===== config.mk =====
export PLATFORM = sky130hd
export DESIGN_NAME = ettc_skid
export DESIGN_NICKNAME = d
export VERILOG_FILES = /design/src/hw/rtl/eight_bit_ttl_cpu_cycle_macros.svh /design/src/hw/rtl/ettc_pkg.sv /design/src/hw/rtl/ettc_skid.sv
export SDC_FILE = /design/constraint.sdc
export NUM_CORES = 1
export LEC_CHECK = 0
export BUFFER_PORTS_ARGS = -buffer_cell sky130_fd_sc_hd__buf_2
export CAP_MARGIN = 20
export CORE_MARGIN = 2
export CORE_UTILIZATION = 34
export CTS_BUF_LIST = sky130_fd_sc_hd__clkbuf_2
export DETAILED_ROUTE_END_ITERATION = 10
export GPL_TIMING_DRIVEN = 0
export PLACE_DENSITY = 0.58
export SYNTH_ARGS = -nofsm -noshare
export SYNTH_HDL_FRONTEND = slang
export SYNTH_SLANG_ARGS = --single-unit

===== constraint.sdc =====
create_clock -name clk -period 8.1 [get_ports clk]
set_input_delay 0 -clock clk [delete_from_list [all_inputs] [get_ports clk]]
set_output_delay 0 -clock clk [all_outputs]
set_load 0.005 [all_outputs]

===== src/hw/rtl/eight_bit_ttl_cpu_cycle_macros.svh =====
// Assertion macros shared by the CPU cycle RTL.
`ifndef EIGHT_BIT_TTL_CPU_CYCLE_MACROS_SVH
`define EIGHT_BIT_TTL_CPU_CYCLE_MACROS_SVH

// Checked outside reset only.
`define ETTC_ASSERT(label, prop, msg) \
  label: assert property (@(posedge clk) disable iff (rst) prop) else $error(msg);

// Checked on every edge, reset included.
`define ETTC_ASSERT_ALWAYS(label, prop, msg) \
  label: assert property (@(posedge clk) prop) else $error(msg);

`endif


===== src/hw/rtl/ettc_pkg.sv =====
// Shared types and opcode field codes for the CPU cycle block.
package ettc_pkg;

  localparam int RAM_ADDR_BITS_DEFAULT = 15;

  // operation field, opcode bits 7..5
  localparam logic [2:0] OP_LD  = 3'd0;
  localparam logic [2:0] OP_AND = 3'd1;
  localparam logic [2:0] OP_OR  = 3'd2;
  localparam logic [2:0] OP_XOR = 3'd3;
  localparam logic [2:0] OP_ADD = 3'd4;
  localparam logic [2:0] OP_SUB = 3'd5;
  localparam logic [2:0] OP_ST  = 3'd6;
  localparam logic [2:0] OP_JMP = 3'd7;

  // mode field, opcode bits 4..2
  localparam logic [2:0] MODE_D      = 3'd0;
  localparam logic [2:0] MODE_X      = 3'd1;
  localparam logic [2:0] MODE_YD     = 3'd2;
  localparam logic [2:0] MODE_YX     = 3'd3;
  localparam logic [2:0] MODE_XREG   = 3'd4;
  localparam logic [2:0] MODE_YREG   = 3'd5;
  localparam logic [2:0] MODE_OUT    = 3'd6;
  localparam logic [2:0] MODE_OUTINC = 3'd7;

  // bus source field, opcode bits 1..0
  localparam logic [1:0] SRC_D   = 2'd0;
  localparam logic [1:0] SRC_RAM = 2'd1;
  localparam logic [1:0] SRC_AC  = 2'd2;
  localparam logic [1:0] SRC_IN  = 2'd3;

  // result word, fetch address in the low bits
  typedef struct packed {
    logic [7:0]  index_y;
    logic [7:0]  index_x;
    logic [7:0]  accumulator;
    logic [7:0]  output_value;
    logic [15:0] fetch_address;
  } result_t;

endpackage


===== src/hw/rtl/ettc_skid.sv =====
// Two-entry output buffer for result words.
module ettc_skid import ettc_pkg::*; (
  input  logic    clk,
  input  logic    rst,
  input  logic    in_valid,
  input  result_t in_data,
  output logic    in_ready,
  output logic    out_valid,
  output result_t out_data,
  input  logic    out_ready
);

  logic    spare_valid;
  result_t spare;
  logic    pop;

  assign pop      = out_valid && out_ready;
  assign in_ready = !spare_valid;

  always_ff @(posedge clk) begin
    if (rst) begin
      out_valid   <= 1'b0;
      spare_valid <= 1'b0;
    end else if (pop) begin
      if (spare_valid) begin
        out_data    <= spare;
        spare_valid <= 1'b0;
      end else if (in_valid) begin
        out_data <= in_data;
      end else begin
        out_valid <= 1'b0;
      end
    end else if (in_valid) begin
      if (!out_valid) begin
        out_data  <= in_data;
        out_valid <= 1'b1;
      end else begin
        spare       <= in_data;
        spare_valid <= 1'b1;
      end
    end
  end

endmodule


==> impl_results.html, run 1 <==
<table>
<tr><th>Metric</th><th>Value</th></tr>
<tr><th colspan="2">Outcome</th></tr>
<tr><td>Outcome</td><td>finished clean</td></tr>
<tr><th colspan="2">STA</th></tr>
<tr><td>Fin. Hold Viols</td><td>0</td></tr>
<tr><td>Setup repair after global routing missed its margin</td><td>no</td></tr>
<tr><td>Worst Clk Skew</td><td>36.68 ps</td></tr>
<tr><td>Tightest slew margin relative to the limit</td><td>0.4559</td></tr>
<tr><td>Fmax</td><td>0.4721 GHz</td></tr>
<tr><td>Number of endpoints failing setup at the final stage</td><td>0</td></tr>
<tr><td>Worst Slack Setup Final</td><td>5982 ps</td></tr>
<tr><td>Total negative setup slack</td><td>0 ps</td></tr>
<tr><td>Final clock period utilization by the worst path</td><td>0.2615</td></tr>
<tr><td>Max-slew violation count</td><td>0</td></tr>
<tr><td>Worst Max-Slew Pin Slew</td><td>811.7 ps</td></tr>
<tr><td>Final critical-path required period</td><td>2118 ps</td></tr>
<tr><th colspan="2">Placement</th></tr>
<tr><td>Setup Slack @ Placement</td><td>5897 ps</td></tr>
<tr><td>Count of buffers inserted at the top-level ports</td><td>101</td></tr>
<tr><td>Weighted congestion at the end of routability-driven global placement</td><td>0.6830</td></tr>
<tr><td>Post-detail-place hpwl</td><td>4.358 mm</td></tr>
<tr><th colspan="2">Logic synthesis</th></tr>
<tr><td>Synth Warn #</td><td>0</td></tr>
<tr><td>Syn_area_per_cell</td><td>22.52 sq um</td></tr>
<tr><td>Post-Synthesis Cells</td><td>162</td></tr>
<tr><td>Post-synthesis net count</td><td>214</td></tr>
<tr><td>Commonest cells in the synthesized netlist</td><td>96 x sky130_fd_sc_hd__edfxtp_1, 28 x sky130_fd_sc_hd__mux2_2, 20 x sky130_fd_sc_hd__mux2_4, 3 x sky130_fd_sc_hd__a21oi_1, 3 x sky130_fd_sc_hd__buf_6</td></tr>
<tr><td>Leading cell type by number of instances after synthesis</td><td>sky130_fd_sc_hd__edfxtp_1</td></tr>
<tr><td>Synthesized flop and latch total</td><td>98</td></tr>
<tr><td>Post-synth EDFFs</td><td>96</td></tr>
<tr><td>Top-area cell type share of the netlist area</td><td>0.7901</td></tr>
<tr><td>Library cell with the largest summed area after synthesis</td><td>sky130_fd_sc_hd__edfxtp_1</td></tr>
<tr><td>Top cells by area in the synthesized netlist</td><td>sky130_fd_sc_hd__edfxtp_1 79%, sky130_fd_sc_hd__mux2_2 8.6%, sky130_fd_sc_hd__mux2_4 8.2%, sky130_fd_sc_hd__dfxtp_1 1.1%, sky130_fd_sc_hd__buf_6 0.93%</td></tr>
<tr><td>Part of the Yosys area used for sequential elements</td><td>0.8011</td></tr>
<tr><td>Cell area after synthesis</td><td>3648 sq um</td></tr>
<tr><td>Count of distinct cell types in the synthesized netlist</td><td>15</td></tr>
<tr><td>Fraction of synthesis flops using an asynchronous set or reset pin</td><td>0</td></tr>
<tr><td>Primary FF master, synth</td><td>sky130_fd_sc_hd__edfxtp_1</td></tr>
<tr><th colspan="2">Pwr</th></tr>
<tr><td>Cell internal pwr</td><td>0.0007022 W</td></tr>
<tr><td>Clock Power Share</td><td>0.275</td></tr>
<tr><td>Largest voltage drop on the vdd net</td><td>0.00009329 V</td></tr>
<tr><td>Switch Pwr</td><td>0.0002054 W</td></tr>
<tr><td>Net Sw Frac</td><td>0.2263</td></tr>
<tr><td>Leakage power</td><td>1.990 nW</td></tr>
<tr><td>Reg power frac</td><td>0.638</td></tr>
<tr><td>Part of the total power dissipated in combinational logic</td><td>0.087</td></tr>
<tr><td>Total chip power</td><td>0.0009077 W</td></tr>
<tr><td>Total power per unit cell area</td><td>179.7 nW/um^2</td></tr>
<tr><th colspan="2">Routing</th></tr>
<tr><td>Routed wire length</td><td>6.577 mm</td></tr>
<tr><td>Detailed-route DRC error count</td><td>0</td></tr>
<tr><td>Via count</td><td>2013</td></tr>
<tr><td>Antenna violation net count after detailed routing</td><td>0</td></tr>
<tr><td>Average wire length per cell after detail routing</td><td>13.90 um</td></tr>
<tr><td>Via density per instance</td><td>4.256</td></tr>
<tr><td>Total iterations of the first detailed-routing run</td><td>4</td></tr>
<tr><td>Initial DRC Count</td><td>33</td></tr>
<tr><th colspan="2">Setup path</th></tr>
<tr><td>CP endpoint kind</td><td>register</td></tr>
<tr><td>Category of the critical setup timing path</td><td>reg2reg</td></tr>
<tr><td>Reg2Reg Depth</td><td>5</td></tr>
<tr><td>CP startpoint kind</td><td>register</td></tr>
<tr><td>Critical path fanouts, max</td><td>13</td></tr>
<tr><td>Arrival time at the worst endpoint</td><td>2390 ps</td></tr>
<tr><td>Required time at the endpoint of the critical path</td><td>8370 ps</td></tr>
<tr><th colspan="2">Clock network</th></tr>
<tr><td>CTS tree</td><td>yes</td></tr>
<tr><td>Count of instances resized after the clock tree is built</td><td>0</td></tr>
<tr><td>Longest Clk Path Bufs</td><td>2</td></tr>
<tr><td>Clk pin slew, worst setup/hold paths</td><td>290 ps</td></tr>
<tr><td>Inserted Clock Buffers</td><td>9</td></tr>
<tr><td>Clock network latency to the later pin of the worst-skew pair</td><td>550 ps</td></tr>
<tr><td>Clock Sinks</td><td>98</td></tr>
<tr><td>Htree depth</td><td>3</td></tr>
<tr><td>Setup Fix Bufs, Post-CTS</td><td>0</td></tr>
<tr><td>Root cell of the clock tree</td><td>sky130_fd_sc_hd__clkbuf_2</td></tr>
<tr><th colspan="2">Run</th></tr>
<tr><td>Number of maximum-capacitance violations</td><td>0</td></tr>
<tr><th colspan="2">Final layout</th></tr>
<tr><td>Utilization after layout</td><td>0.4872</td></tr>
<tr><td>Post-layout nets</td><td>384</td></tr>
<tr><td>Fraction of layout cells with a size suffix above 1</td><td>0.5282</td></tr>
<tr><td>Area Growth Syn to Fin</td><td>38.48%</td></tr>
<tr><td>Number of fill cells</td><td>913</td></tr>
<tr><td>Number of diodes</td><td>0</td></tr>
<tr><th colspan="2">Floorplan</th></tr>
<tr><td>Die width</td><td>107.6 um</td></tr>
<tr><td>Chip Height</td><td>107.6 um</td></tr>
<tr><td>Initial core utilization</td><td>0.3518</td></tr>
<tr><td>Cell row count</td><td>37</td></tr>
<tr><td>Top Ports</td><td>102</td></tr>
<tr><td>Die area</td><td>11580 sq um</td></tr>
<tr><td>Core Region</td><td>10370 sq um</td></tr>
<tr><th colspan="2">Global routing</th></tr>
<tr><td>Overflow left after global routing</td><td>0</td></tr>
<tr><td>Global Route Usage Sum</td><td>0.1167</td></tr>
<tr><td>First-pass GRT wire length</td><td>10.16 mm</td></tr>
<tr><td>Via count of the first global-routing pass</td><td>2015</td></tr>
<tr><td>Antenna violations before repair</td><td>0</td></tr>
<tr><td>Maximum number of pins on one net before global-route repair</td><td>37</td></tr>
<tr><th colspan="2">Worst hold path</th></tr>
<tr><td>Hold WC Path Type</td><td>in2reg</td></tr>
<tr><td>Hold path depth</td><td>2</td></tr>
</table>
power by group through the flow:
stage	Sequential, W	Combinational, W	Clock [W]
after global routing	0.000580	0.0000870	0.000284
after global placement	0.000592	0.0000562	0
after floorplan	0.000593	0.0000237	0
after detailed placement	0.000590	0.0000609	0
after CTS	0.000579	0.0000809	0.000261
final	0.000579	0.0000793	0.000250
cell type report:
type	instances	area (sq um)	area share
Sequential cell	98	2923	0.5785
Timing Repair Buffer	159	1101	0.2179
Multi-Input combinational cell	58	684.4	0.1355
Tap cell	136	170.2	0.03368
Clock inverter	7	81.33	0.01610
Clock buffer	9	45.04	0.008915
Buffer	5	43.79	0.008668
Inverter	1	3.754	0.0007429
worst paths after layout:
kind / startpoint / slack [ps] / to
worst min-delay path: in_data[3] / 140 / spare[3]$_DFFE_PP_
worst min register to register: spare[43]$_DFFE_PP_ / 550 / out_data[43]$_DFFE_PP_
worst max-delay path: out_valid$_SDFFE_PP0P_ / 5980 / out_data[42]$_DFFE_PP_
worst max register to register: out_valid$_SDFFE_PP0P_ / 5980 / out_data[42]$_DFFE_PP_
cells by family (layout without fill, tap and decap cells):
kind of cell	after synthesis	in the layout	synth area share
AOI/OAI and AO/OA	4	4	0.006172
buffers and inverters	6	181	0.01303
DFF	98	98	0.8011
muxes	48	48	0.1687
and+or+nand+nor	6	6	0.01097
layout by cell type, fill, tap and decap left out, types with 2 or more instances in the layout:
| cell | netlist | routed |
|---|---|---|
| sky130_fd_sc_hd__buf_2 | 2 | 103 |
| sky130_fd_sc_hd__edfxtp_1 | 96 | 96 |
| sky130_fd_sc_hd__inv_6 | 0 | 3 |
| sky130_fd_sc_hd__mux2_2 | 28 | 28 |
| sky130_fd_sc_hd__a21oi_1 | 3 | 3 |
| sky130_fd_sc_hd__buf_6 | 3 | 5 |
| sky130_fd_sc_hd__clkbuf_2 | 0 | 9 |
| sky130_fd_sc_hd__dfxtp_1 | 2 | 2 |
| sky130_fd_sc_hd__dlygate4sd3_1 | 0 | 53 |
| sky130_fd_sc_hd__mux2_4 | 20 | 20 |
registers in the layout, summed over array words and instances, names as in the netlist:
register and count:
out_data 48, spare 48, out_valid 1, spare_valid 1
what timing repair did:
item                                    4_1_cts  5_1_grt
hold endpoints to repair                    114        0
hold buffers                                 53        0
endpoints found under the setup margin        0        0
worst max-delay path, cell delays in order (launching register included):
cell and delay [ps]:
sky130_fd_sc_hd__dfxtp_1 500, sky130_fd_sc_hd__a21oi_1 120, sky130_fd_sc_hd__nor3_2 670, sky130_fd_sc_hd__buf_8 240, sky130_fd_sc_hd__buf_6 170, sky130_fd_sc_hd__buf_6 180
per-layer routing:
layer,wire length (um),vias to the layer above,share of wire,GRT usage
li1,-,982,-,-
met1,3003,958,0.46,0.1472
met2,3111,61,0.47,0.1887
met3,354,12,0.054,0.02906
met4,107,0,0.016,0.05495
met5,0,-,0,0
metrics by stage:
| stage | instances | hold slack [ps] | instance area, sq um |
|---|---|---|---|
| after detailed placement | 404 | 192.3 | 4395 |
| after global routing | 473 | 36.65 | 5052 |
| after global placement | 399 | 189.6 | 4324 |
| final | 473 | 136.6 | 5052 |
| after floorplan | 162 | 72.38 | 3649 |
| after CTS | 473 | 65.89 | 5052 |
Note: power is estimated with default switching activity, not from simulation.
==> inputs of run 2 (changes only) <==
--- a/config.mk
+++ b/config.mk
@@ -12,7 +12,7 @@
 export CTS_BUF_LIST = sky130_fd_sc_hd__clkbuf_2
 export DETAILED_ROUTE_END_ITERATION = 10
 export GPL_TIMING_DRIVEN = 0
-export PLACE_DENSITY = 0.58
+export PLACE_DENSITY = 0.6
 export SYNTH_ARGS = -nofsm -noshare
 export SYNTH_HDL_FRONTEND = slang
 export SYNTH_SLANG_ARGS = --single-unit
==> constraint.sdc (replaced) <==
create_clock -name clk -period 1.85 [get_ports clk]
set_input_delay 0 -clock clk [delete_from_list [all_inputs] [get_ports clk]]
set_output_delay 0 -clock clk [all_outputs]
set_load 0.005 [all_outputs]
==> impl_results.html, run 2 (synthesized netlist as in run 1, its figures left out) <==
<table>
<tr><th>Metric</th><th>Value</th></tr>
<tr><th colspan="2">Outcome</th></tr>
<tr><td>Outcome</td><td>finished clean</td></tr>
<tr><th colspan="2">Setup path</th></tr>
<tr><td>CP startpoint kind</td><td>register</td></tr>
<tr><td>Delay-heaviest family, CP</td><td>simple AND/OR/NAND/NOR gates</td></tr>
<tr><td>Max stage delay on crit path</td><td>460 ps (-210 ps)</td></tr>
<tr><td>CP endpoint kind</td><td>register</td></tr>
<tr><td>Critical path fanouts, max</td><td>26 (+13)</td></tr>
<tr><td>Worst setup path startpoint</td><td>out_valid$_SDFFE_PP0P_</td></tr>
<tr><td>Reg2Reg Launch Point</td><td>out_valid$_SDFFE_PP0P_</td></tr>
<tr><td>Category of the critical setup timing path</td><td>reg2reg</td></tr>
<tr><td>Critical-path cell with the highest stage delay</td><td>sky130_fd_sc_hd__and3b_4</td></tr>
<tr><td>Required time at the endpoint of the critical path</td><td>2080 ps (-6290 ps)</td></tr>
<tr><td>Arrival time at the worst endpoint</td><td>1860 ps (-530 ps)</td></tr>
<tr><td>Buffers &amp; Inverters on Critical Path</td><td>1 (-2)</td></tr>
<tr><td>Ordered cell list for the critical path</td><td>nor2b_4 -&gt; and3b_4 -&gt; buf_12</td></tr>
<tr><th colspan="2">Pwr</th></tr>
<tr><td>Total chip power</td><td>0.004132 W (+360%)</td></tr>
<tr><td>Total power per unit cell area</td><td>806.6 nW/um^2 (+350%)</td></tr>
<tr><td>Leakage power</td><td>2.006 nW (+0.78%)</td></tr>
<tr><td>Largest voltage drop on the vdd net</td><td>0.0003572 V (+280%)</td></tr>
<tr><th colspan="2">Routing</th></tr>
<tr><td>Initial DRC Count</td><td>119 (+260%)</td></tr>
<tr><td>Antenna violation net count after detailed routing</td><td>0 (unchanged)</td></tr>
<tr><td>Via density per instance</td><td>4.322 (+1.6%)</td></tr>
<tr><td>Via count</td><td>2040 (+1.3%)</td></tr>
<tr><td>Detailed-route DRC error count</td><td>0 (unchanged)</td></tr>
<tr><td>Total iterations of the first detailed-routing run</td><td>4 (unchanged)</td></tr>
<tr><td>Routed wire length</td><td>6.751 mm (+2.6%)</td></tr>
<tr><td>Average wire length per cell after detail routing</td><td>14.30 um (+2.9%)</td></tr>
<tr><th colspan="2">STA</th></tr>
<tr><td>Max-slew violation count</td><td>0 (unchanged)</td></tr>
<tr><td>Setup repair after global routing missed its margin</td><td>no</td></tr>
<tr><td>Worst Max-Slew Pin Slew</td><td>401.7 ps (-410.1 ps)</td></tr>
<tr><td>Worst Clk Skew</td><td>21.81 ps (-14.87 ps)</td></tr>
<tr><td>Final critical-path required period</td><td>1623 ps (-495.2 ps)</td></tr>
<tr><td>Number of endpoints failing setup at the final stage</td><td>0 (unchanged)</td></tr>
<tr><td>Final clock period utilization by the worst path</td><td>0.8772 (+0.6157)</td></tr>
<tr><td>Fmax</td><td>0.6162 GHz (+31%)</td></tr>
<tr><td>Fin. Hold Viols</td><td>0 (unchanged)</td></tr>
<tr><td>Total negative setup slack</td><td>0 ps (unchanged)</td></tr>
<tr><td>Tightest slew margin relative to the limit</td><td>0.7322 (+0.2763)</td></tr>
<tr><th colspan="2">Floorplan</th></tr>
<tr><td>Top Ports</td><td>102 (unchanged)</td></tr>
<tr><td>Chip Height</td><td>107.6 um (unchanged)</td></tr>
<tr><td>Initial core utilization</td><td>0.3518 (unchanged)</td></tr>
<tr><td>Die area</td><td>11580 sq um (unchanged)</td></tr>
<tr><td>Cell row count</td><td>37 (unchanged)</td></tr>
<tr><td>Die width</td><td>107.6 um (unchanged)</td></tr>
<tr><td>Core Region</td><td>10370 sq um (unchanged)</td></tr>
<tr><th colspan="2">Placement</th></tr>
<tr><td>Weighted congestion at the end of routability-driven global placement</td><td>0.6900 (+1.0%)</td></tr>
<tr><td>Placed standard-cell area</td><td>4431 sq um (+0.80%)</td></tr>
<tr><td>Count of buffers inserted at the top-level ports</td><td>101 (unchanged)</td></tr>
<tr><td>Post-detail-place hpwl</td><td>4.404 mm (+1.1%)</td></tr>
<tr><td>Cell count after placement</td><td>403 (-0.25%)</td></tr>
<tr><th colspan="2">Global routing</th></tr>
<tr><td>Maximum number of pins on one net before global-route repair</td><td>27 (-27%)</td></tr>
<tr><td>Via count of the first global-routing pass</td><td>2067 (+2.6%)</td></tr>
<tr><td>Global Route Usage Sum</td><td>0.1202 (+0.003421)</td></tr>
<tr><td>Antenna violations before repair</td><td>0 (unchanged)</td></tr>
<tr><td>Overflow left after global routing</td><td>0 (unchanged)</td></tr>
<tr><td>First-pass GRT wire length</td><td>10.41 mm (+2.5%)</td></tr>
<tr><th colspan="2">Final layout</th></tr>
<tr><td>Biggest registers after layout</td><td>out_data (48), spare (48)</td></tr>
<tr><td>Fin cells</td><td>472 (-0.21%)</td></tr>
<tr><td>Fraction of layout cells with a size suffix above 1</td><td>0.5357 (+0.007524)</td></tr>
<tr><td>Leading cell types in the layout, fill and taps excluded</td><td>103 x sky130_fd_sc_hd__buf_2, 96 x sky130_fd_sc_hd__edfxtp_1, 53 x sky130_fd_sc_hd__dlygate4sd3_1, 28 x sky130_fd_sc_hd__mux2_2, 20 x sky130_fd_sc_hd__mux2_4</td></tr>
<tr><td>Post-layout nets</td><td>384 (unchanged)</td></tr>
<tr><td>Area Growth Syn to Fin</td><td>40.40%</td></tr>
<tr><td>Post-Layout Inst Area</td><td>5122 sq um (+1.4%)</td></tr>
<tr><td>Number of diodes</td><td>0 (unchanged)</td></tr>
<tr><td>Most frequent standard cell in the layout excluding fill and tap cells</td><td>sky130_fd_sc_hd__buf_2</td></tr>
<tr><th colspan="2">Clock network</th></tr>
<tr><td>Inserted Clock Buffers</td><td>9 (unchanged)</td></tr>
<tr><td>Root cell of the clock tree</td><td>sky130_fd_sc_hd__clkbuf_2</td></tr>
<tr><td>Clk pin slew, worst setup/hold paths</td><td>260 ps (-30 ps)</td></tr>
<tr><td>Clock Sinks</td><td>98 (unchanged)</td></tr>
<tr><td>CTS tree</td><td>yes</td></tr>
<tr><td>Clock network latency to the later pin of the worst-skew pair</td><td>530 ps (-20 ps)</td></tr>
<tr><td>Htree depth</td><td>3 (unchanged)</td></tr>
<tr><td>Longest Clk Path Bufs</td><td>2 (unchanged)</td></tr>
<tr><th colspan="2">Worst hold path</th></tr>
<tr><td>Hold WC Path Type</td><td>in2reg</td></tr>
<tr><td>Origin of the worst min-delay path</td><td>in_data[17]</td></tr>
<tr><th colspan="2">Run</th></tr>
<tr><td>Number of maximum-capacitance violations</td><td>0 (unchanged)</td></tr>
</table>
-- run 2: changes by cell type in the layout (fill, tap and decap cells not counted), sizes merged --
cell,delta
inv,-4
bufinv,+2
clkinvlp,+1
-- run 2: worst paths after layout --
kind                      endpoint  slack, ps  cells past startpoint
min            spare[17]$_DFFE_PP_        170                      2
max reg2reg    spare[35]$_DFFE_PP_        230                      3
min reg2reg  out_data[4]$_DFFE_PP_        570                      1
max            spare[35]$_DFFE_PP_        230                      3
-- run 2: cell type report --
type                    instances  area (sq um)
repair buffers                159          1121
well taps                     136         170.2
clock inverters                 6         106.4
flip-flops and latches         98          2928
plain buffers                   5         43.79
multi-input cells              58         704.4
inverters                       1         3.754
fillers                       912          5248
clock buffers                   9         45.04
-- run 2: per-stage QoR --
step | hold slack, ps | setup WS (ps) | util
3_3_place_gp | 189.7 | -855.3 | 0.4198
4_1_cts | 94.34 | 45.04 | 0.4930
2_1_floorplan | 62.70 | -215.7 | -
3_5_place_dp | 191.2 | 69.57 | 0.4272
5_1_grt | 91.50 | 106.3 | 0.4940
6_report | 168.3 | 227.1 | 0.4940
-- run 2: routing by layer --
metal | up-vias | track usage | part of all wire
met5 | - | 0 | 0
met4 | 0 | 0.04945 | 0.010
met1 | 997 | 0.1468 | 0.45
li1 | 980 | - | -
met3 | 5 | 0.03390 | 0.045
met2 | 58 | 0.1999 | 0.49
-- run 2: report_power, final --
group / leakage [nW] / total [W] / internal (W) / switching, W
Clock: 0.0854 / 0.00124 / 0.000568 / 0.000668
Sequential: 0.900 / 0.00253 / 0.00252 / 0.0000188
Combinational: 1.02 / 0.000362 / 0.000227 / 0.000134
Total: 2.01 / 0.00413 / 0.00331 / 0.000821
-- run 2: repair_timing --
| action | CTS | global route |
|---|---|---|
| hold endpoints to repair | 127 | 0 |
| hold buffers | 53 | 0 |
| endpoints found under the setup margin | 0 | 31 |
| buffers inserted | 0 | 1 |
| resized for setup | 0 | 1 |
-- run 2: worst reg2reg max path, cell delays in order, from the launching register on --
cell and delay (ps):
sky130_fd_sc_hd__dfxtp_4 440, sky130_fd_sc_hd__nor2b_4 180, sky130_fd_sc_hd__and3b_4 460, sky130_fd_sc_hd__buf_12 250
==> inputs of run 3 (changes only) <==
--- a/config.mk
+++ b/config.mk
@@ -8,11 +8,11 @@
 export BUFFER_PORTS_ARGS = -buffer_cell sky130_fd_sc_hd__buf_2
 export CAP_MARGIN = 20
 export CORE_MARGIN = 2
-export CORE_UTILIZATION = 34
+export CORE_UTILIZATION = 48
 export CTS_BUF_LIST = sky130_fd_sc_hd__clkbuf_2
 export DETAILED_ROUTE_END_ITERATION = 10
 export GPL_TIMING_DRIVEN = 0
-export PLACE_DENSITY = 0.6
+export PLACE_DENSITY = 0.79
 export SYNTH_ARGS = -nofsm -noshare
 export SYNTH_HDL_FRONTEND = slang
 export SYNTH_SLANG_ARGS = --single-unit
==> impl_results.html, run 3 (synthesized netlist as in run 1, its figures left out) <==
<table>
<tr><th>Metric</th><th>Value</th></tr>
<tr><th colspan="2">Floorplan</th></tr>
<tr><td>Cell row count</td><td>31 (-16%)</td></tr>
<tr><td>Die width</td><td>91.19 um (-15%)</td></tr>
<tr><td>Top Ports</td><td>102 (unchanged)</td></tr>
<tr><td>Die area</td><td>8315 sq um (-28%)</td></tr>
<tr><td>Initial core utilization</td><td>0.5003 (+0.1485)</td></tr>
<tr><td>Chip Height</td><td>91.19 um (-15%)</td></tr>
<tr><td>Core Region</td><td>7292 sq um (-30%)</td></tr>
<tr><th colspan="2">STA</th></tr>
<tr><td>Total negative setup slack</td><td>0 ps (unchanged)</td></tr>
<tr><td>Worst Max-Slew Pin Slew</td><td>725.0 ps (+323.4 ps)</td></tr>
<tr><td>Worst Clk Skew</td><td>27.41 ps (+5.595 ps)</td></tr>
<tr><td>Number of endpoints failing setup at the final stage</td><td>0 (unchanged)</td></tr>
<tr><td>Final critical-path required period</td><td>1669 ps (+45.75 ps)</td></tr>
<tr><td>Setup repair after global routing missed its margin</td><td>no</td></tr>
<tr><td>Fin. Hold Viols</td><td>0 (unchanged)</td></tr>
<tr><td>Final clock period utilization by the worst path</td><td>0.9020 (+0.02473)</td></tr>
<tr><td>Max-slew violation count</td><td>0 (unchanged)</td></tr>
<tr><td>Tightest slew margin relative to the limit</td><td>0.5166 (-0.2156)</td></tr>
<tr><td>Fmax</td><td>0.5993 GHz (-2.7%)</td></tr>
<tr><th colspan="2">Setup path</th></tr>
<tr><td>Required time at the endpoint of the critical path</td><td>2010 ps (-70 ps)</td></tr>
<tr><td>Reg2Reg Depth</td><td>2 (-1)</td></tr>
<tr><td>Delay-heaviest family, CP</td><td>simple AND/OR/NAND/NOR gates</td></tr>
<tr><td>Reg2Reg Launch Point</td><td>out_valid$_SDFFE_PP0P_</td></tr>
<tr><td>Critical path fanouts, max</td><td>48 (+85%)</td></tr>
<tr><td>CP endpoint kind</td><td>register</td></tr>
<tr><td>Number of cells on the critical path</td><td>2 (-1)</td></tr>
<tr><td>Capturing instance or port of the critical path</td><td>spare[28]$_DFFE_PP_</td></tr>
<tr><td>CP startpoint kind</td><td>register</td></tr>
<tr><td>Reg2Reg Setup Slack</td><td>180 ps (-50 ps)</td></tr>
<tr><td>Critical-path cell with the highest stage delay</td><td>sky130_fd_sc_hd__and3b_4</td></tr>
<tr><td>Terminus of the critical flop-to-flop path</td><td>spare[28]$_DFFE_PP_</td></tr>
<tr><td>Worst setup path startpoint</td><td>out_valid$_SDFFE_PP0P_</td></tr>
<tr><td>Max stage delay on crit path</td><td>680 ps (+220 ps)</td></tr>
<tr><td>Category of the critical setup timing path</td><td>reg2reg</td></tr>
<tr><td>Ordered cell list for the critical path</td><td>nor2b_4 -&gt; and3b_4</td></tr>
<tr><td>Buffers &amp; Inverters on Critical Path</td><td>0 (-1)</td></tr>
<tr><td>Arrival time at the worst endpoint</td><td>1830 ps (-30 ps)</td></tr>
<tr><th colspan="2">Final layout</th></tr>
<tr><td>Fin cells</td><td>433 (-8.3%)</td></tr>
<tr><td>Biggest registers after layout</td><td>out_data (48), spare (48)</td></tr>
<tr><td>Most frequent standard cell in the layout excluding fill and tap cells</td><td>sky130_fd_sc_hd__buf_2</td></tr>
<tr><td>Number of diodes</td><td>0 (unchanged)</td></tr>
<tr><td>Fraction of layout cells with a size suffix above 1</td><td>0.5329 (-0.002780)</td></tr>
<tr><td>Leading cell types in the layout, fill and taps excluded</td><td>103 x sky130_fd_sc_hd__buf_2, 96 x sky130_fd_sc_hd__edfxtp_1, 53 x sky130_fd_sc_hd__dlygate4sd3_1, 28 x sky130_fd_sc_hd__mux2_2, 20 x sky130_fd_sc_hd__mux2_4</td></tr>
<tr><td>Post-layout nets</td><td>381 (-0.78%)</td></tr>
<tr><td>Area Growth Syn to Fin</td><td>37.31%</td></tr>
<tr><th colspan="2">Pwr</th></tr>
<tr><td>Largest voltage drop on the vdd net</td><td>0.0005886 V (+65%)</td></tr>
<tr><td>Total power per unit cell area</td><td>777.5 nW/um^2 (-3.6%)</td></tr>
<tr><td>Leakage power</td><td>1.978 nW (-1.4%)</td></tr>
<tr><th colspan="2">Clock network</th></tr>
<tr><td>Clock network latency to the later pin of the worst-skew pair</td><td>520 ps (about the same)</td></tr>
<tr><td>Longest Clk Path Bufs</td><td>2 (unchanged)</td></tr>
<tr><td>Inserted Clock Buffers</td><td>9 (unchanged)</td></tr>
<tr><td>CTS tree</td><td>yes</td></tr>
<tr><td>Clk pin slew, worst setup/hold paths</td><td>260 ps (about the same)</td></tr>
<tr><td>Htree depth</td><td>3 (unchanged)</td></tr>
<tr><td>Root cell of the clock tree</td><td>sky130_fd_sc_hd__clkbuf_2</td></tr>
<tr><td>Clock Sinks</td><td>98 (unchanged)</td></tr>
<tr><td>Setup Fix Bufs, Post-CTS</td><td>0 (unchanged)</td></tr>
<tr><th colspan="2">Global routing</th></tr>
<tr><td>Overflow left after global routing</td><td>0 (unchanged)</td></tr>
<tr><td>Maximum number of pins on one net before global-route repair</td><td>49 (+81%)</td></tr>
<tr><td>First-pass GRT wire length</td><td>11.07 mm (+6.4%)</td></tr>
<tr><td>Via count of the first global-routing pass</td><td>2194 (+6.1%)</td></tr>
<tr><td>Antenna violations before repair</td><td>0 (unchanged)</td></tr>
<tr><td>Global Route Usage Sum</td><td>0.1754 (+0.05520)</td></tr>
<tr><th colspan="2">Routing</th></tr>
<tr><td>Initial DRC Count</td><td>107 (-10%)</td></tr>
<tr><td>Total iterations of the first detailed-routing run</td><td>4 (unchanged)</td></tr>
<tr><td>Detailed-route DRC error count</td><td>0 (unchanged)</td></tr>
<tr><td>Via count</td><td>2053 (+0.64%)</td></tr>
<tr><td>Routed wire length</td><td>6.889 mm (+2.0%)</td></tr>
<tr><td>Via density per instance</td><td>4.741 (+9.7%)</td></tr>
<tr><td>Average wire length per cell after detail routing</td><td>15.91 um (+11%)</td></tr>
<tr><td>Antenna violation net count after detailed routing</td><td>0 (unchanged)</td></tr>
<tr><th colspan="2">Placement</th></tr>
<tr><td>Count of buffers inserted at the top-level ports</td><td>101 (unchanged)</td></tr>
<tr><td>Post-detail-place hpwl</td><td>4.383 mm (-0.48%)</td></tr>
<tr><td>Weighted congestion at the end of routability-driven global placement</td><td>0.7032 (+1.9%)</td></tr>
<tr><td>Cell count after placement</td><td>364 (-9.7%)</td></tr>
<tr><th colspan="2">Outcome</th></tr>
<tr><td>Outcome</td><td>finished clean</td></tr>
<tr><th colspan="2">Run</th></tr>
<tr><td>Number of maximum-capacitance violations</td><td>0 (unchanged)</td></tr>
<tr><th colspan="2">Worst hold path</th></tr>
<tr><td>Hold WC Path Type</td><td>in2reg</td></tr>
</table>
run 3: what timing repair did:
action,4_1_cts,5_1_grt
hold endpoints to repair,106,0
hold buffers,53,0
setup endpoints to repair,48,0
resized for setup,1,0
run 3: metrics by stage:
stage | utilization | setup WS, ps | hold slack (ps) | area (sq um) | power (W)
floorplan | - | -215.7 | 62.70 | 3677 | 0.002700
global placement | 0.5906 | -719.5 | 189.4 | 4307 | 0.002831
detailed placement | 0.5981 | -82.12 | 191.0 | 4362 | 0.002858
CTS | 0.6870 | 165.2 | 120.2 | 5010 | 0.003923
global route | 0.6870 | 64.95 | 88.26 | 5010 | 0.004053
finish | 0.6870 | 181.4 | 180.2 | 5010 | 0.003895
run 3: worst min path at each step:
stage                              to  depth (start not counted)        start
2_1_floorplan  out_valid$_SDFFE_PP0P_                          1          rst
3_3_place_gp      spare[22]$_DFFE_PP_                          1  in_data[22]
3_5_place_dp       spare[6]$_DFFE_PP_                          1   in_data[6]
4_1_cts            spare[3]$_DFFE_PP_                          2   in_data[3]
5_1_grt           spare[10]$_DFFE_PP_                          2  in_data[10]
6_report          spare[10]$_DFFE_PP_                          2  in_data[10]
run 3: cell type report:
class | count | area, sq um
inverter | 1 | 3.754
tap | 99 | 123.9
fill | 519 | 2282
timing repair buffer | 156 | 1091
multi-input combinational | 58 | 704.4
buffer | 5 | 43.79
sequential | 98 | 2928
clock inverter | 7 | 70.07
clock buffer | 9 | 45.04
run 3: metal layers:
layer | part of all wire | track usage | wire, um
met1 | 0.41 | 0.2111 | 2852
met2 | 0.51 | 0.2951 | 3500
met3 | 0.071 | 0.07054 | 490
met4 | 0.0064 | 0.04545 | 44
met5 | 0 | 0 | 0
run 3: worst reg2reg max path: stages, from the launching register on:
cell and delay (ps):
sky130_fd_sc_hd__dfxtp_4 440, sky130_fd_sc_hd__nor2b_4 190, sky130_fd_sc_hd__and3b_4 680
run 3: where the power goes:
part	internal (W)	switching (W)
Combinational	0.000225	0.000137
Sequential	0.00252	0.0000208
Clock	0.000312	0.000685
